File: config.mk
export PLATFORM = sky130hd
export DESIGN_NAME = integer_to_ascii_converter_unit
export DESIGN_NICKNAME = d
export VERILOG_FILES = /design/src/hw/rtl/itoa_pkg.sv /design/src/hw/rtl/itoa_div.sv /design/src/hw/rtl/integer_to_ascii_converter_unit.sv
export SDC_FILE = /design/constraint.sdc
export NUM_CORES = 1
export LEC_CHECK = 0
export ABC_AREA = 1
export BUFFER_PORTS_ARGS = -buffer_cell sky130_fd_sc_hd__buf_4
export CAP_MARGIN = 5
export CELL_PAD_IN_SITES_DETAIL_PLACEMENT = 0
export CELL_PAD_IN_SITES_GLOBAL_PLACEMENT = 1
export CORE_ASPECT_RATIO = 1.1
export CORE_MARGIN = 2
export CORE_UTILIZATION = 40
export CTS_BUF_LIST = sky130_fd_sc_hd__clkbuf_4
export CTS_CLUSTER_DIAMETER = 60
export CTS_CLUSTER_SIZE = 28
export DETAILED_ROUTE_END_ITERATION = 12
export PLACE_DENSITY_LB_ADDON = 0.2
export REMOVE_ABC_BUFFERS = 1
export SLEW_MARGIN = 20
export SYNTH_ARGS = -nofsm -noshare
export SYNTH_HDL_FRONTEND = slang
export SYNTH_SLANG_ARGS = --single-unit
File: constraint.sdc
create_clock -name clk -period 4.3 [get_ports clk]
set_clock_uncertainty 0.2 [all_clocks]
set_input_delay 0.86 -clock clk [delete_from_list [all_inputs] [get_ports clk]]
set_output_delay 0.86 -clock clk [all_outputs]
set_load 0.05 [all_outputs]
File: src/hw/rtl/itoa_pkg.sv
`timescale 1ns / 1ps
// ----------------------------------------------------------------------------
// itoa_pkg
// Shared types, constants and a helper for the integer to ASCII converter.
// ----------------------------------------------------------------------------
package itoa_pkg;

    // Largest field width plus one for fixed-width decimal text
    localparam int MAX_WIDTH = 64;

    // Value and digit sizes
    localparam int VALUE_W = 32;
    localparam int DIG_W   = 6;                       // holds a digit below 36
    localparam int TXT_MAX = VALUE_W + 1;             // base 2 digits plus sign
    localparam int IDX_RANGE = (MAX_WIDTH > TXT_MAX) ? MAX_WIDTH : TXT_MAX + 1;
    localparam int IDX_W   = $clog2(IDX_RANGE);       // character index width
    localparam int NDIG_W  = $clog2(VALUE_W + 1);     // digit count width
    localparam int SLOT_W  = $clog2(VALUE_W);         // digit store index width

    // Request modes
    localparam logic [1:0] MODE_DEC   = 2'd0;
    localparam logic [1:0] MODE_FIXED = 2'd1;
    localparam logic [1:0] MODE_RADIX = 2'd2;

    // Radix limits
    localparam logic [7:0] RADIX_MIN = 8'd2;
    localparam logic [7:0] RADIX_MAX = 8'd36;
    localparam logic [DIG_W-1:0] DEC_BASE = DIG_W'(10);

    // Character codes
    localparam logic [7:0] CH_ZERO  = 8'h30;
    localparam logic [7:0] CH_UPPER = 8'h41;
    localparam logic [7:0] CH_MINUS = 8'h2D;
    localparam logic [7:0] CH_SPACE = 8'h20;

    // Divider start request
    typedef struct packed {
        logic               start;
        logic [VALUE_W-1:0] dividend;
        logic [DIG_W-1:0]   divisor;
    } div_req_t;

    // Divider result
    typedef struct packed {
        logic               done;
        logic [VALUE_W-1:0] quotient;
        logic [DIG_W-1:0]   remainder;
    } div_rsp_t;

    // Digit value to ASCII, letters above nine
    function automatic logic [7:0] digit_char(input logic [DIG_W-1:0] d);
        logic [7:0] dw;
        dw = 8'(d);
        if (d < DIG_W'(10))
            return CH_ZERO + dw;
        else
            return CH_UPPER + dw - 8'd10;
    endfunction

endpackage

File: src/hw/rtl/itoa_div.sv
`timescale 1ns / 1ps
// ----------------------------------------------------------------------------
// itoa_div
// Bit-serial restoring divider: 32-bit dividend by a small base, one
// quotient bit per cycle. Result is held after the done pulse.
// ----------------------------------------------------------------------------
module itoa_div
    import itoa_pkg::*;
(
    input  logic     clk,
    input  logic     rst_n,
    input  div_req_t req,
    output div_rsp_t rsp
);

    localparam int CNT_W = $clog2(VALUE_W);

    logic [VALUE_W-1:0] quo_reg, quo_next;
    logic [DIG_W-1:0]   rem_reg, rem_next;
    logic [DIG_W-1:0]   div_reg, div_next;
    logic [CNT_W-1:0]   cnt_reg, cnt_next;
    logic               busy_reg, busy_next;
    logic               done_reg, done_next;

    logic [DIG_W:0] trial;
    logic [DIG_W:0] diff;
    logic           ge;

    // One restoring step
    always_comb
    begin
        trial = {rem_reg, quo_reg[VALUE_W-1]};
        ge    = (trial >= {1'b0, div_reg});
        diff  = trial - {1'b0, div_reg};
    end

    // Step sequencing
    always_comb
    begin
        quo_next  = quo_reg;
        rem_next  = rem_reg;
        div_next  = div_reg;
        cnt_next  = cnt_reg;
        busy_next = busy_reg;
        done_next = 1'b0;
        if (req.start)
        begin
            quo_next  = req.dividend;
            rem_next  = '0;
            div_next  = req.divisor;
            cnt_next  = '0;
            busy_next = 1'b1;
        end
        else if (busy_reg)
        begin
            quo_next = {quo_reg[VALUE_W-2:0], ge};
            rem_next = ge ? diff[DIG_W-1:0] : trial[DIG_W-1:0];
            cnt_next = cnt_reg + 1'b1;
            if (cnt_reg == CNT_W'(VALUE_W - 1))
            begin
                busy_next = 1'b0;
                done_next = 1'b1;
            end
        end
    end

    // Control
    always_ff @(posedge clk or negedge rst_n)
    begin
        if (!rst_n)
        begin
            cnt_reg  <= '0;
            busy_reg <= 1'b0;
            done_reg <= 1'b0;
        end
        else
        begin
            cnt_reg  <= cnt_next;
            busy_reg <= busy_next;
            done_reg <= done_next;
        end
    end

    // Datapath
    always_ff @(posedge clk)
    begin
        quo_reg <= quo_next;
        rem_reg <= rem_next;
        div_reg <= div_next;
    end

    assign rsp.done      = done_reg;
    assign rsp.quotient  = quo_reg;
    assign rsp.remainder = rem_reg;

endmodule

File: src/hw/rtl/integer_to_ascii_converter_unit.sv
`timescale 1ns / 1ps
// ----------------------------------------------------------------------------
// integer_to_ascii_converter_unit
// Turns a 32-bit value into an ASCII character stream, most significant
// character first, in signed decimal, fixed-width decimal or any base 2..36.
//
// Input channel: in_valid / in_stall carry one request word (req_type,
// value_bits, radix, pad_width). in_stall is high while a request is being
// converted or emitted; a new request is taken once the last character has
// entered the output register.
// Output channel: out_valid / out_stall carry one character word per
// handshake, last_char marks the final character of a request. Requests with
// a bad width, bad base or unused mode are taken and produce no words.
// Digits come from one shared bit-serial divider, one full division per
// digit (32 quotient bits plus the handoff), then one character per cycle
// while the receiver does not stall.
// When the receiver stalls, the character in the output register holds and
// emission pauses. Reset clears the sequencer and output valid; no request
// or character is pending after reset.
// ----------------------------------------------------------------------------
module integer_to_ascii_converter_unit
    import itoa_pkg::*;
(
    input  logic               clk,
    input  logic               rst_n,
    input  logic               in_valid,
    output logic               in_stall,
    input  logic [1:0]         req_type,
    input  logic [VALUE_W-1:0] value_bits,
    input  logic [7:0]         radix,
    input  logic [7:0]         pad_width,
    output logic               out_valid,
    input  logic               out_stall,
    output logic [7:0]         char_code,
    output logic               last_char
);

    localparam logic [1:0] ST_IDLE = 2'd0;
    localparam logic [1:0] ST_DIV  = 2'd1;
    localparam logic [1:0] ST_EMIT = 2'd2;

    logic [1:0]        state_reg, state_next;
    logic              neg_reg, neg_next;
    logic              fixed_reg, fixed_next;
    logic [IDX_W-1:0]  width_reg, width_next;
    logic [DIG_W-1:0]  base_reg, base_next;
    logic [NDIG_W-1:0] ndig_reg, ndig_next;
    logic [IDX_W-1:0]  len_reg, len_next;
    logic [IDX_W-1:0]  idx_reg, idx_next;
    logic [DIG_W-1:0]  dig_reg [VALUE_W];

    logic              out_valid_reg, out_valid_next;
    logic [7:0]        char_reg, char_next;
    logic              last_reg, last_next;

    div_req_t          div_req;
    div_rsp_t          div_rsp;

    logic              accept;
    logic              neg_in;
    logic [VALUE_W-1:0] mag_in;
    logic              req_ok;
    logic [DIG_W-1:0]  base_in;
    logic              push;
    logic [NDIG_W-1:0] ndig_inc;
    logic [IDX_W-1:0]  len_full;
    logic              emit_fire;
    logic [7:0]        emit_char;

    itoa_div u_div (
        .clk   (clk),
        .rst_n (rst_n),
        .req   (div_req),
        .rsp   (div_rsp)
    );

    assign in_stall = (state_reg != ST_IDLE);
    assign accept   = in_valid && !in_stall;

    // Request decode
    always_comb
    begin
        neg_in  = value_bits[VALUE_W-1];
        mag_in  = value_bits;
        base_in = DEC_BASE;
        req_ok  = 1'b0;
        case (req_type)
            MODE_DEC:
            begin
                req_ok = 1'b1;
                if (neg_in)
                    mag_in = '0 - value_bits;
            end
            MODE_FIXED:
            begin
                req_ok = (pad_width != 8'd0) && (9'(pad_width) < 9'(MAX_WIDTH));
                if (neg_in)
                    mag_in = '0 - value_bits;
            end
            MODE_RADIX:
            begin
                req_ok  = (radix >= RADIX_MIN) && (radix <= RADIX_MAX);
                base_in = radix[DIG_W-1:0];
                neg_in  = 1'b0;
            end
            default:
            begin
                req_ok = 1'b0;
            end
        endcase
    end

    // Digit bookkeeping
    assign push     = (state_reg == ST_DIV) && div_rsp.done;
    assign ndig_inc = ndig_reg + 1'b1;
    assign len_full = IDX_W'(ndig_inc) + IDX_W'(neg_reg);

    // Character at the current index: padding, sign or digit
    always_comb
    begin
        if (idx_reg >= len_reg)
            emit_char = CH_SPACE;
        else if (neg_reg && (idx_reg == len_reg - 1'b1))
            emit_char = CH_MINUS;
        else
            emit_char = digit_char(dig_reg[idx_reg[SLOT_W-1:0]]);
    end

    assign emit_fire = (state_reg == ST_EMIT) && (!out_valid_reg || !out_stall);

    // Sequencer
    always_comb
    begin
        state_next       = state_reg;
        neg_next         = neg_reg;
        fixed_next       = fixed_reg;
        width_next       = width_reg;
        base_next        = base_reg;
        ndig_next        = ndig_reg;
        len_next         = len_reg;
        idx_next         = idx_reg;
        div_req.start    = 1'b0;
        div_req.dividend = mag_in;
        div_req.divisor  = base_in;
        case (state_reg)
            ST_IDLE:
            begin
                if (accept && req_ok)
                begin
                    neg_next      = neg_in;
                    fixed_next    = (req_type == MODE_FIXED);
                    width_next    = IDX_W'(pad_width);
                    base_next     = base_in;
                    ndig_next     = '0;
                    div_req.start = 1'b1;
                    state_next    = ST_DIV;
                end
            end
            ST_DIV:
            begin
                // base held from the accepted request
                div_req.dividend = div_rsp.quotient;
                div_req.divisor  = base_reg;
                if (div_rsp.done)
                begin
                    ndig_next = ndig_inc;
                    if (div_rsp.quotient == '0)
                    begin
                        len_next   = len_full;
                        idx_next   = (fixed_reg ? width_reg : len_full) - 1'b1;
                        state_next = ST_EMIT;
                    end
                    else
                    begin
                        div_req.start = 1'b1;
                    end
                end
            end
            ST_EMIT:
            begin
                if (emit_fire)
                begin
                    if (idx_reg == '0)
                        state_next = ST_IDLE;
                    else
                        idx_next = idx_reg - 1'b1;
                end
            end
            default:
            begin
                state_next = ST_IDLE;
            end
        endcase
    end

    // Output register
    always_comb
    begin
        out_valid_next = out_valid_reg && out_stall;
        char_next      = char_reg;
        last_next      = last_reg;
        if (emit_fire)
        begin
            out_valid_next = 1'b1;
            char_next      = emit_char;
            last_next      = (idx_reg == '0);
        end
    end

    // Control
    always_ff @(posedge clk or negedge rst_n)
    begin
        if (!rst_n)
        begin
            state_reg     <= ST_IDLE;
            out_valid_reg <= 1'b0;
        end
        else
        begin
            state_reg     <= state_next;
            out_valid_reg <= out_valid_next;
        end
    end

    // Request context and output payload
    always_ff @(posedge clk)
    begin
        neg_reg   <= neg_next;
        fixed_reg <= fixed_next;
        width_reg <= width_next;
        base_reg  <= base_next;
        ndig_reg  <= ndig_next;
        len_reg   <= len_next;
        idx_reg   <= idx_next;
        char_reg  <= char_next;
        last_reg  <= last_next;
    end

    // Digit store, least significant digit at slot zero
    always_ff @(posedge clk)
    begin
        if (push)
            dig_reg[ndig_reg[SLOT_W-1:0]] <= div_rsp.remainder;
    end

    assign out_valid = out_valid_reg;
    assign char_code = char_reg;
    assign last_char = last_reg;

endmodule
# Yosys cells after proc, flatten, opt, wreduce, memory -nomap -nowiden
# Memories as Yosys holds them, arrays and structs flattened. A register that Yosys moved wholly into a read port is not among the register bits.
# Index checks and enable logic that the tools add are counted.
[totals]
output_inout_bits = 11
in_bits = 54
word_cells = 119
ram_bits = 192
regBits = 95
mem_count = 1
[mem_list]
columns = ["memory", "words", "word_bits", "read_ports", "rd_ports_with_merged_regs", "wr", "line_no", "source"]
rows = [
  ["dig_reg", 32, 6, 1, 1, 1, "integer_to_ascii_converter_unit.sv:50", "logic [DIG_W-1:0] dig_reg [VALUE_W];"],
]
[classes]
add_sub_neg = 11
n_eq_ne = 13
magnitude_cmp = 6
reduce_logical = 29
n_mux = 41
[ops]
columns = ["cell", "n"]
rows = [
  ["$mux 32", 4],
  ["$mux 6", 9],
  ["$mux 38", 1],
  ["$logic_not 32->1", 1],
  ["$sub 1x32->32 const A", 1],
  ["$pmux 6 s2", 2],
  ["$sub 6x1->6 const B", 3],
  ["$mux 5", 3],
  ["$mux 1", 12],
  ["$mux 2", 5],
  ["$reduce_and 5->1", 2],
  ["$add 7x6->8 const A", 1],
  ["$ge 8x2->1 const B", 1],
  ["$le 8x6->1 const B", 1],
  ["$logic_and 1x1->1", 8],
  ["$lt 8x7->1 const B", 1],
  ["$mux 8", 1],
  ["$ne 2x2->1 const B", 4],
  ["$reduce_bool 2->1", 4],
  ["$reduce_bool 8->1", 1],
  ["$sub 8x4->8 const B", 1],
  ["$add 6x6->7 const A", 1],
  ["$ge 7x6->1", 1],
  ["$add 6x1->6", 1],
  ["other kinds (21)", 31],
]

# Longest topological paths before layout
[logic_depth]
depth_word = 8
depth_mapped = 21
depth_no_buf = 18

# By module
# From an unflattened synthesis, not the netlist that was laid out.
[unflattened]
hier_cells = 1500
area_unflattened_um2 = 14411.3
[modules_own_cells]
columns = ["module", "seq_area_each_um2", "area_each_um2", "cells_each", "n_inst"]
rows = [
  ["integer_to_ascii_converter_unit", 7141.8, 11892.7, 1223, 1],
  ["itoa_div", 1436.4, 2518.7, 277, 1],
]

# Worst setup path after synthesis
# No wires, ideal clock.
[synth_timing]
path_kind = "in2reg"
startpoint = "input port radix[1]"
endpoint = "register u_div.quo_reg[0] (enable)"
setup_ps = 466
path_slack_ps = -246
stages = 8
n_path_buf = 0
arrival_time_ps = 3881
t_required_ps = 3634
cell_sequence = "inv_1 -> a21oi_1 -> o21ai_1 -> nand3_1 -> o21ai_1 -> nand4_2 -> nand2_2 -> o21ai_0"
[synth_lines]
columns = ["item", "line_no", "source"]
rows = [
  ["from (decl)", "integer_to_ascii_converter_unit.sv:30", "input logic [7:0] radix,"],
  ["to (signal assigned)", "itoa_div.sv:87", "quo_reg <= quo_next;"],
  ["to (decl)", "itoa_div.sv:18", "logic [VALUE_W-1:0] quo_reg, quo_next;"],
]

==> results_dict.tcl <==
set metrics [dict create \
    drt_iter0_markers 600 \
    hold_depth 3 \
    ios 65 \
    end_kind "flip-flop" \
    area_delta_synth_final_pct 10.3 \
    power_density_nw_per_um2 433 \
    final-setup-viol-count 0 \
    combPwrFrac_pct 18.1 \
    dp_hpwl_mm 21.9 \
    grt_pass1_wl_mm 52.0 \
    fmax_mhz 300 \
    fillers 3336 \
    crit_type "reg -> reg" \
    dp_cells 1841 \
    detail-route-antenna-nets 0 \
    drc 0 \
    cp_max_fo 49 \
    path_clk_slew_ns 0.23 \
    gp_congestion 0.827 \
    synthMuxAreaShare_pct 0 \
    wl_per_cell_um 17.1 \
    reg2regPathDepth 18 \
    synthFlopType "edfxtp_1" \
    synth_xor_area_share_pct 2.60 \
    cts_tree "yes" \
    holdWs_ns 0.112 \
    final_cells 1894 \
    ff2ff_setup_slack_ns 0.97 \
    outcome "completed" \
    largest_reg_flops 192 \
    synthTopCellsByArea "edfxtp_1 (59%), nand2_1 (10%), nand3_1 (5.7%), nor2_1 (3.4%), inv_1 (2.6%)" \
    via_count 9654 \
    hold_violations 0 \
    seq_power_share_pct 58.3 \
    netlist.area_leader.share_pct 58.6 \
    power.share.clock_pct 23.6 \
    path_cells "inv_4 > buf_4 > o21ai_0 > o221ai_1 > nand3_1 > nand2_1 > nand2_1 > nand2_1 > inv_1 > ha_1 > inv_1 > nor2_1 > nand2_1 > nand3_2 > nand2_1 > nand3_1 > nand2_1 > inv_1" \
    worstHoldPathType "in -> reg" \
    ir_drop_v 0.000220 \
    dieHeight_um 199 \
    relSlewSlack_pct 49.9 \
    synth_area_per_cell_sq_um 10.1 \
    p_int_mw 4.49 \
    coreArea_sq_um 34100 \
    clockBufferDepth 3 \
    cap_violations 0 \
    die-area_sq_um 36100 \
    antenna_found_initial 2 \
    postPlaceCellArea_sq_um 14700 \
    finalCritPeriodShare_pct 77.4 \
    cpPeakStageDelay_ns 0.40 \
    critical_path.most_common_cell "nand2_1" \
    cp.arrival_ns 3.65 \
    p_sw_share_pct 31.9 \
    port_buffers 63 \
    rsz0062_at_grt "false" \
    netlist_area_sq_um 13800 \
    grt_usage_pct 18.3 \
    synthSimpleGateAreaFrac_pct 21.5 \
    r2r_end "char_code[2]" \
    synth_most_common_cell "nand2_1" \
    p_sw_mw 2.11 \
    clock_sinks 291 \
    h-tree-depth 1 \
    row_count 71 \
    clkLatencyLatePin_ns 0.76 \
    synth_top_area_cell "edfxtp_1" \
    cts_buffers 25 \
    drt-total-wl_mm 32.4 \
    ys_seq_area_share_pct 62.0 \
    slew_viol_final 0 \
    drt-vias-per-instance 5.10 \
    grt_max_degree 97 \
    cts_setup_buffers 0 \
    yosys.area_share.adder_pct 2.50 \
    ys_ff_latch 291 \
    start_util_pct 40.5 \
    tightest_slew_ns 0.751 \
    die_w_um 181 \
    period_needed_ns 3.33 \
    cp.required_ns 4.62 \
    drive_above_1_share_pct 10.2 \
    ys.warnings.count 0 \
    synthCells 1366 \
    cts_root_buf "clkbuf_4" \
    cp-start-kind "flip-flop" \
    ys_async_sr_fraction_pct 3.44 \
    nets 1518 \
    min_from "out_stall" \
    synth_edf_count 270 \
    synth_top_family_by_area "simple AND/OR/NAND/NOR gates" \
    min_to "out_valid" \
    fin_area_sq_um 15200 \
    grt-ovfl-total 0 \
    synth_common_cells "nand2_1 (377), edfxtp_1 (270), nand3_1 (158)" \
    grt_pass1_vias 9675 \
    drtPass1Iterations 5 \
    cts.repair.resized 0 \
    cpMaxStageDelayCell "dfxtp_2" \
    synthDistinctLibCells 53 \
    p_leak_nw 6.01 \
    synth_compound_area_share_pct 6.19 \
    post-route-util_pct 44.7 \
]
layout make-up:
class | count | area [sq um] | area share [%]
Sequential cell | 291 | 8580 | 56.3
Multi-Input combinational cell | 923 | 4540 | 29.8
Timing Repair Buffer | 96 | 751 | 4.92
Tap cell | 438 | 548 | 3.59
Inverter | 100 | 380 | 2.49
Clock inverter | 20 | 259 | 1.70
Clock buffer | 25 | 188 | 1.23
Antenna cell | 1 | 2.50 | 0.0164
critical path, delay by kind of cell, from the launching register on:
| kind | cells | cell delay (ns) |
|---|---|---|
| and+or+nand+nor | 10 | 0.99 |
| buffers and inverters | 5 | 0.94 |
| adders and majority gates | 1 | 0.21 |
| AOI/OAI and AO/OA | 2 | 0.32 |
| DFF | 1 | 0.40 |
routing by layer:
layer  GRT usage (%)  wire length (um)
met2            33.6             16300
met1            23.4             14500
met4            3.37               441
met3            2.14              1140
met5               0                13
placed cells by master (no fill, tap or decap), drive strengths merged, types with 8 or more instances in the layout:
| master | instances |
|---|---|
| nand2 | 380 |
| edfxtp | 270 |
| nand3 | 159 |
| nor2 | 126 |
| inv | 112 |
| buf | 89 |
| o21ai | 78 |
| a21oi | 32 |
| xor2 | 26 |
| ha | 26 |
| clkbuf | 25 |
| xnor2 | 15 |
| nand4 | 13 |
| nor3 | 11 |
| dfxtp | 11 |
| dfrtp | 10 |
| nor4 | 9 |
| o221ai | 8 |
| clkinv | 8 |
worst max path at each step:
stage                    from          endpoint  depth (start not counted)
floorplan            radix[1]  u_div.quo_reg[0]                          8
global placement    flip-flop      char_code[2]                         18
detailed placement  flip-flop      char_code[2]                         18
CTS                 flip-flop      char_code[2]                         18
global route        flip-flop      char_code[2]                         18
finish              flip-flop      char_code[2]                         18
per-stage QoR:
step / power (mW) / setup slack, ns / setup TNS (ns)
final: 6.60 / 0.971 / 0
after global routing: 6.96 / 0.572 / 0
after global placement: 5.11 / 1.04 / 0
after floorplan: 4.62 / -0.424 / -14.58
after CTS: 6.66 / 0.934 / 0
after detailed placement: 5.13 / 0.996 / 0
what timing repair did:
action                                  CTS  global route
endpoints found under the setup margin    0             0
hold buffers                              1             6
hold endpoints to repair                 10             6
power by group through the flow:
stage | combinational (mW) | clock [mW] | sequential [mW]
after floorplan | 0.612 | 0 | 4.01
after global placement | 1.20 | 0 | 3.91
after detailed placement | 1.22 | 0 | 3.91
after CTS | 1.22 | 1.60 | 3.85
after global routing | 1.38 | 1.71 | 3.88
final | 1.20 | 1.56 | 3.84
cells by family after synthesis:
family                   after synthesis
AO/OA/AOI/OAI                        148
XOR/XNOR                              41
adder cells (fa/ha/maj)               27
buffers and inverters                152
flip-flops                           291
other                                  1
AND/OR/NAND/NOR                      706
No activity file was read; power rests on OpenSTA's default activity.
